==> src/hdl/idi_pkg.sv <==
// Shared widths, register indexes and controller/datapath command and status types.
package idi_pkg;

  localparam int MAX_POINTS = 64;
  localparam int PTR_W      = $clog2(MAX_POINTS);
  localparam int CNT_W      = PTR_W + 1;

  localparam int CFG_W      = 24;
  localparam int CFG_IDX_W  = 3;
  localparam int POS_W      = 24;
  localparam int VEC_W      = 16;
  localparam int GRID_W     = 10;
  localparam int CELL_W     = 16;
  localparam int PWR_W      = 4;
  localparam int OFF_W      = GRID_W + CELL_W;
  localparam int Q_W        = OFF_W + 2;
  localparam int DX_W       = Q_W + 1;
  localparam int AX_W       = Q_W;
  localparam int SQ_W       = 2 * AX_W;
  localparam int SM2_W      = 2 * CELL_W;
  localparam int D2_W       = SQ_W + 2;
  localparam int BIT_W      = D2_W - 1;
  localparam int D_W        = D2_W / 2;
  localparam int MAN_W      = 32;
  localparam int PROD_W     = MAN_W + D_W;
  localparam int EXP_W      = 9;
  localparam int PRD_W      = MAN_W + VEC_W;
  localparam int ACC_W      = PRD_W + PTR_W;
  localparam int DEN_W      = MAN_W + PTR_W;
  localparam int QF_W       = VEC_W + 1;
  localparam int STEP_W     = 6;
  localparam int PWR_MAX    = 8;

  localparam logic [CFG_IDX_W-1:0] REG_GRID_MIN_X = 3'd0;
  localparam logic [CFG_IDX_W-1:0] REG_GRID_MIN_Z = 3'd1;
  localparam logic [CFG_IDX_W-1:0] REG_CELL_SIZE  = 3'd2;
  localparam logic [CFG_IDX_W-1:0] REG_SMOOTHING  = 3'd3;
  localparam logic [CFG_IDX_W-1:0] REG_WEIGHT_PWR = 3'd4;

  typedef struct packed {
    logic accept;
    logic setup;
    logic delta;
    logic square;
    logic sum;
    logic take_vec;
    logic sqrt_step;
    logic pnorm;
    logic pmul;
    logic pshift;
    logic div_wt;
    logic wr_wt;
    logic ptr_zero;
    logic ptr_inc;
    logic amul;
    logic aadd;
    logic div_x;
    logic res_x;
    logic div_z;
    logic res_z;
    logic load_out;
  } cmd_t;

  typedef struct packed {
    logic empty;
    logic d2_zero;
    logic sqrt_last;
    logic p_one;
    logic pw_last;
    logic div_done;
    logic last_pt;
  } sts_t;

endpackage

==> src/hdl/idi_ctrl.sv <==
// Controller: sequences adds, the per-point weight pass, the sum pass and the final divides.
module idi_ctrl import idi_pkg::*; (
  input  logic clk_i,
  input  logic rst_ni,
  input  logic in_valid_i,
  input  logic mode_i,
  input  logic out_ready_i,
  input  sts_t sts_i,
  output logic in_ready_o,
  output logic out_valid_o,
  output cmd_t cmd_o
);

  typedef enum logic [19:0] {
    S_IDLE   = 20'h00001,
    S_SETUP  = 20'h00002,
    S_RD     = 20'h00004,
    S_DX     = 20'h00008,
    S_SQ     = 20'h00010,
    S_SUM    = 20'h00020,
    S_SQRT   = 20'h00040,
    S_PNORM  = 20'h00080,
    S_PMUL   = 20'h00100,
    S_PSHIFT = 20'h00200,
    S_DIVST  = 20'h00400,
    S_DIVW   = 20'h00800,
    S_ARD    = 20'h01000,
    S_AMUL   = 20'h02000,
    S_AADD   = 20'h04000,
    S_FXST   = 20'h08000,
    S_FXW    = 20'h10000,
    S_FZST   = 20'h20000,
    S_FZW    = 20'h40000,
    S_DONE   = 20'h80000
  } state_e;

  state_e state_q, state_d;
  logic   out_valid_q, out_valid_d;

  always_comb begin
    state_d = state_q;
    cmd_o   = '0;
    case (state_q)
      S_IDLE: begin
        if (in_valid_i) begin
          cmd_o.accept = 1'b1;
          state_d = (mode_i && !sts_i.empty) ? S_SETUP : S_DONE;
        end
      end
      S_SETUP: begin
        cmd_o.setup = 1'b1;
        state_d = S_RD;
      end
      S_RD: state_d = S_DX;
      S_DX: begin
        cmd_o.delta = 1'b1;
        state_d = S_SQ;
      end
      S_SQ: begin
        cmd_o.square = 1'b1;
        state_d = S_SUM;
      end
      S_SUM: begin
        cmd_o.sum = 1'b1;
        if (sts_i.d2_zero) begin
          cmd_o.take_vec = 1'b1;
          state_d = S_DONE;
        end else begin
          state_d = S_SQRT;
        end
      end
      S_SQRT: begin
        cmd_o.sqrt_step = 1'b1;
        if (sts_i.sqrt_last) state_d = S_PNORM;
      end
      S_PNORM: begin
        cmd_o.pnorm = 1'b1;
        state_d = sts_i.p_one ? S_DIVST : S_PMUL;
      end
      S_PMUL: begin
        cmd_o.pmul = 1'b1;
        state_d = S_PSHIFT;
      end
      S_PSHIFT: begin
        cmd_o.pshift = 1'b1;
        state_d = sts_i.pw_last ? S_DIVST : S_PMUL;
      end
      S_DIVST: begin
        cmd_o.div_wt = 1'b1;
        state_d = S_DIVW;
      end
      S_DIVW: begin
        if (sts_i.div_done) begin
          cmd_o.wr_wt = 1'b1;
          if (sts_i.last_pt) begin
            cmd_o.ptr_zero = 1'b1;
            state_d = S_ARD;
          end else begin
            cmd_o.ptr_inc = 1'b1;
            state_d = S_RD;
          end
        end
      end
      S_ARD: state_d = S_AMUL;
      S_AMUL: begin
        cmd_o.amul = 1'b1;
        state_d = S_AADD;
      end
      S_AADD: begin
        cmd_o.aadd = 1'b1;
        if (sts_i.last_pt) begin
          state_d = S_FXST;
        end else begin
          cmd_o.ptr_inc = 1'b1;
          state_d = S_ARD;
        end
      end
      S_FXST: begin
        cmd_o.div_x = 1'b1;
        state_d = S_FXW;
      end
      S_FXW: begin
        if (sts_i.div_done) begin
          cmd_o.res_x = 1'b1;
          state_d = S_FZST;
        end
      end
      S_FZST: begin
        cmd_o.div_z = 1'b1;
        state_d = S_FZW;
      end
      S_FZW: begin
        if (sts_i.div_done) begin
          cmd_o.res_z = 1'b1;
          state_d = S_DONE;
        end
      end
      S_DONE: begin
        if (!out_valid_q || out_ready_i) begin
          cmd_o.load_out = 1'b1;
          state_d = S_IDLE;
        end
      end
      default: state_d = S_IDLE;
    endcase
  end

  always_comb begin
    out_valid_d = out_valid_q;
    if (cmd_o.load_out) begin
      out_valid_d = 1'b1;
    end else if (out_ready_i) begin
      out_valid_d = 1'b0;
    end
  end

  always_ff @(posedge clk_i or negedge rst_ni) begin
    if (!rst_ni) begin
      state_q     <= S_IDLE;
      out_valid_q <= 1'b0;
    end else begin
      state_q     <= state_d;
      out_valid_q <= out_valid_d;
    end
  end

  assign in_ready_o  = state_q == S_IDLE;
  assign out_valid_o = out_valid_q;

endmodule

==> config.mk <==
export PLATFORM = sky130hd
export DESIGN_NAME = idi_ctrl
export DESIGN_NICKNAME = d
export VERILOG_FILES = /design/src/hdl/idi_pkg.sv /design/src/hdl/idi_ctrl.sv
export SDC_FILE = /design/constraint.sdc
export NUM_CORES = 1
export LEC_CHECK = 0
export BUFFER_PORTS_ARGS = -buffer_cell sky130_fd_sc_hd__buf_2
export CAP_MARGIN = 40
export CORE_MARGIN = 2
export CORE_UTILIZATION = 52
export DETAILED_ROUTE_END_ITERATION = 8
export GPL_TIMING_DRIVEN = 1
export PLACE_DENSITY = 0.9
export SLEW_MARGIN = 40
export SYNTH_ARGS = -nofsm -noshare
export SYNTH_HDL_FRONTEND = slang
export SYNTH_SLANG_ARGS = --single-unit
export TNS_END_PERCENT = 50
==> constraint.sdc <==
create_clock -name clk_i -period 2.5 [get_ports clk_i]
set_input_delay 0.125 -clock clk_i [delete_from_list [all_inputs] [get_ports clk_i]]
set_output_delay 0.125 -clock clk_i [all_outputs]
set_load 0.01 [all_outputs]
== Word level (Yosys, flattened, before mapping) ==
Cells that the tools add are included.

* Eq/ne operators: 26
* Multiplexer cells: 41
* Reductions and logical operators: 6

{| class="wikitable"
|+ Operator list
! operator !! number
|-
| one-hot mux 20 bit (20 select lines) || 1
|-
| two-way mux 20 bit || 8
|-
| two-way mux 1 bit || 24
|-
| two-way mux 11 bit || 2
|-
| equality test 20 x 1 -> 1 bit (second input constant) || 1
|-
| equality test 20 x 10 -> 1 bit (second input constant) || 1
|-
| equality test 20 x 11 -> 1 bit (second input constant) || 1
|-
| equality test 20 x 12 -> 1 bit (second input constant) || 1
|-
| equality test 20 x 13 -> 1 bit (second input constant) || 1
|-
| equality test 20 x 14 -> 1 bit (second input constant) || 1
|-
| equality test 20 x 15 -> 1 bit (second input constant) || 1
|-
| equality test 20 x 16 -> 1 bit (second input constant) || 1
|-
| equality test 20 x 17 -> 1 bit (second input constant) || 1
|-
| equality test 20 x 18 -> 1 bit (second input constant) || 1
|-
| equality test 20 x 19 -> 1 bit (second input constant) || 1
|-
| equality test 20 x 2 -> 1 bit (second input constant) || 1
|-
| equality test 20 bit (second input constant) || 1
|-
| equality test 20 x 3 -> 1 bit (second input constant) || 1
|-
| equality test 20 x 4 -> 1 bit (second input constant) || 1
|-
| equality test 20 x 5 -> 1 bit (second input constant) || 1
|-
| equality test 20 x 6 -> 1 bit (second input constant) || 1
|-
| equality test 20 x 7 -> 1 bit (second input constant) || 1
|-
| equality test 20 x 8 -> 1 bit (second input constant) || 1
|-
| equality test 20 x 9 -> 1 bit (second input constant) || 1
|-
| other kinds (11) || 18
|}

* Register bits after elaboration: 21
* Output and inout bits: 23
* Bits of input ports: 12
* Word-level logic and storage cells: 75

== Logic depth before layout (Yosys ltp) ==
* Depth in word-level cells: 5
* Depth in mapped cells: 6
* Gate-level depth less buffers: 5

== Worst setup path after synthesis ==
No wires, ideal clock.

* Path type: reg2out
* Start point: reg state_q[9]
* End point: out cmd_o[6] (netlist name)
* Stages on the path, launching flop included: 5
* Data required time: 2.375 ns
* Buffers on the path: 0
* Slack: 0.134 ns
* Arrival: 2.241 ns
* Path through: dfrtp_1 -> or4_4 -> or3_1 -> or3_4 -> nor4b_1

{| class="wikitable"
|+ RTL lines
! item !! line !! text
|-
| start, declared || idi_ctrl.sv:37 || <nowiki>state_e state_q, state_d;</nowiki>
|-
| start signal, assigned || idi_ctrl.sv:162 || <nowiki>state_q <= state_d;</nowiki>
|-
| end, declared || idi_ctrl.sv:11 || <nowiki>output cmd_t cmd_o</nowiki>
|}

==> metrics.cfg <==
[global_route]
grt_usage_pct=25.3
grt_pass1_vias=1399
grt_max_degree=22
antenna_found_initial=0
grt_overflow=0
grt_pass1_wl_mm=6.22

[die]
initial_utilization_pct=55.3
die_height_um=55.3
placementRows=18
die_area_mm2=0.00306
core_area_mm2=0.00248
die_x_um=55.3
io_pins=35

[synthesis]
async_flop_share_pct=100
avgSynthCellArea_um2=9.78
ys_ff_latch=21
synth_top_area_share_pct=36.6
ys_warn_count=0
seq_area_frac_synth_pct=38.5
synthTopCellsByArea=dfrtp_1 37%, nor4b_1 5.1%, nor4_4 4.7%
ys_dominant_reg_cell=dfrtp_1
yosysTopAreaCell=dfrtp_1
synth_edf_count=0
syn_nets=152
syn_area_mm2=0.00137
syn_inst=140
ys_types=45

[power]
ir_drop_mv=0.463
p_clk_share_pct=12.8
p_per_area_mw_per_mm2=688
power.share.sequential_pct=30.6
finalPower_w=0.00130
p_switching_w=0.000500
power_frac_comb_pct=56.6
internal_power_w=0.000805
p_leak_nw=1.01
switching_share_pct=38.3

[job]
maxCapViolCount=0

[worst_setup_path]
cp_max_fo=5
worst_path_dominant_cell_family=simple AND/OR/NAND/NOR gates
crit_slowest_cell=or4_4
crit_path_start_kind=register
required_ps=2380
cp_num_buf_inv=1
crit_chain=or4_4 > or3_1 > or3_4 > nor4b_4 > buf_2
max_stage_delay_ps=540
critPathKind=reg2out
crit_path_end_kind=primary output
worstPathArrival_ps=2470

[route]
wl_per_cell_um=17.0
firstDrtPassIters=4
final_antenna_net_count=0
route.detailed.drc=0
drt_iter0_drc=63
viasPerCell=6.13
num_vias=1434
wirelength_mm=3.98

[cts]
cts_htree_levels=1
cts_num_sinks=21
cts_tree=yes
clk_latency_ps=310
clockBufferDepth=2
clkTransAtPathRegs_ps=110
cts-root-buf=clkbuf_4
numCtsBuffers=3

[cells_and_area]
final_cell_mix=33 x buf_2, 25 x buf_4, 17 x dfrtp_1, 14 x nor2_1, 9 x inv_1
drive_above_1_share_pct=44.1
post-route-util_pct=76.5
diodes=0
nNetsFinal=217
area_delta_synth_final_pct=38.5
final_common_cell=buf_2

[worst_hold_path]
min_path_type=in2reg

[timing]
setup_tns_ps=-229
drv_slew=0
grt_setup_unrepaired=true
period_needed_ps=2590
worst_slew_pin_slew_ps=589
worst_slack_ps=-93.6
slew-limit-headroom_pct=60.2
setup_viol=7
hold_violations=0
min_period_over_period_pct=104
fmax_mhz=386
fin_skew_ps=1.40

[status]
failed_checks=negative setup slack
status=complete, but fails checks

[placement]
gp_congestion=0.938
dpl_worst_slack_ps=160
dpl.hpwl_mm=2.57
port_buffers=34

-- metrics by stage --
step,instance area [um2],cells,hold WS [ps]
2_1_floorplan,1370,140,-171
3_3_place_gp,1620,208,100
3_5_place_dp,1620,208,109
4_1_cts,1740,222,25.2
5_1_grt,1900,234,26.5
6_report,1900,234,24.3
-- path summary, 6_finish.rpt --
check | cells after the start | slack, ps | to | from
setup / recovery | 5 | -90 | cmd_o[4] | state_q[9]
hold / removal | 2 | 20 | state_q[6] | sts_i[4]
setup reg to reg | 7 | 100 | state_q[11] | state_q[18]
hold reg to reg | 1 | 580 | state_q[3] | state_q[3]
max in group asynchronous | 2 | 1850 | state_q[18] | rst_ni
min in group asynchronous | 2 | 290 | state_q[15] | rst_ni
-- layout make-up --
class                           count  area, um2
Clock buffer                        4       26.3
Inverter                            9       33.8
Multi-Input combinational cell    106        850
Sequential cell                    21        531
Tap cell                           30       37.5
Timing Repair Buffer               64        418
Fill cell                         168        582
-- flip-flops by register name, indices dropped and copies added, names as in the netlist --
register	cells
state_q	20
out_valid_o	1
-- synth_stat cells, types with 4 or more instances --
| library cell | n |
|---|---|
| nor3_1 | 4 |
| nor2_1 | 14 |
| nand2_1 | 4 |
| nor2b_1 | 7 |
| dfrtp_1 | 20 |
| nor3b_1 | 6 |
| nor4b_1 | 8 |
| and3_1 | 9 |
| or4_4 | 4 |
| and2_1 | 4 |
| o21ai_0 | 5 |
| inv_1 | 9 |
-- timing repair --
item | 4_1_cts | 5_1_grt
pin swaps | 1 | 9
setup endpoints to repair | 12 | 13
gates resized for setup | 6 | 14
setup buffers | 8 | 12
hold endpoints to repair | 21 | 0
hold buffers | 2 | 0
-- cells by family (layout without fill, tap and decap cells) --
kind of cell / after synthesis / in the layout / synth area share [%]
AND/OR/NAND/NOR: 79 / 79 / 42.2
AO/OA/AOI/OAI: 21 / 21 / 11.4
flip-flops: 21 / 21 / 38.5
buffers and inverters: 13 / 77 / 3.93
XOR/XNOR: 5 / 5 / 3.20
multiplexers: 1 / 1 / 0.731
-- worst reg2reg max path, delay by kind of cell, from the launching register on --
family	cells	cell delay, ps
flops	1	430
compound gates	3	630
buf+inv	2	340
simple gates	2	960
-- routing by layer --
layer  up-vias  global-route usage (%)  part of all wire [%]
met5         -                       0                     0
met2        64                    44.9                    52
met3         9                    5.15                   7.0
li1        658                       -                     -
met4         0                    9.41                   2.1
met1       703                    29.8                    39
-- power by group through the flow --
stage                     clock network, W  registers [W]  logic [W]
after detailed placement                 0       0.000408   0.000501
after global placement                   0       0.000404   0.000493
final                             0.000167       0.000400   0.000738
after floorplan                          0       0.000406   0.000343
after CTS                         0.000167       0.000399   0.000534
after global routing              0.000185       0.000405   0.000779
(Power assumes the default switching activity.)
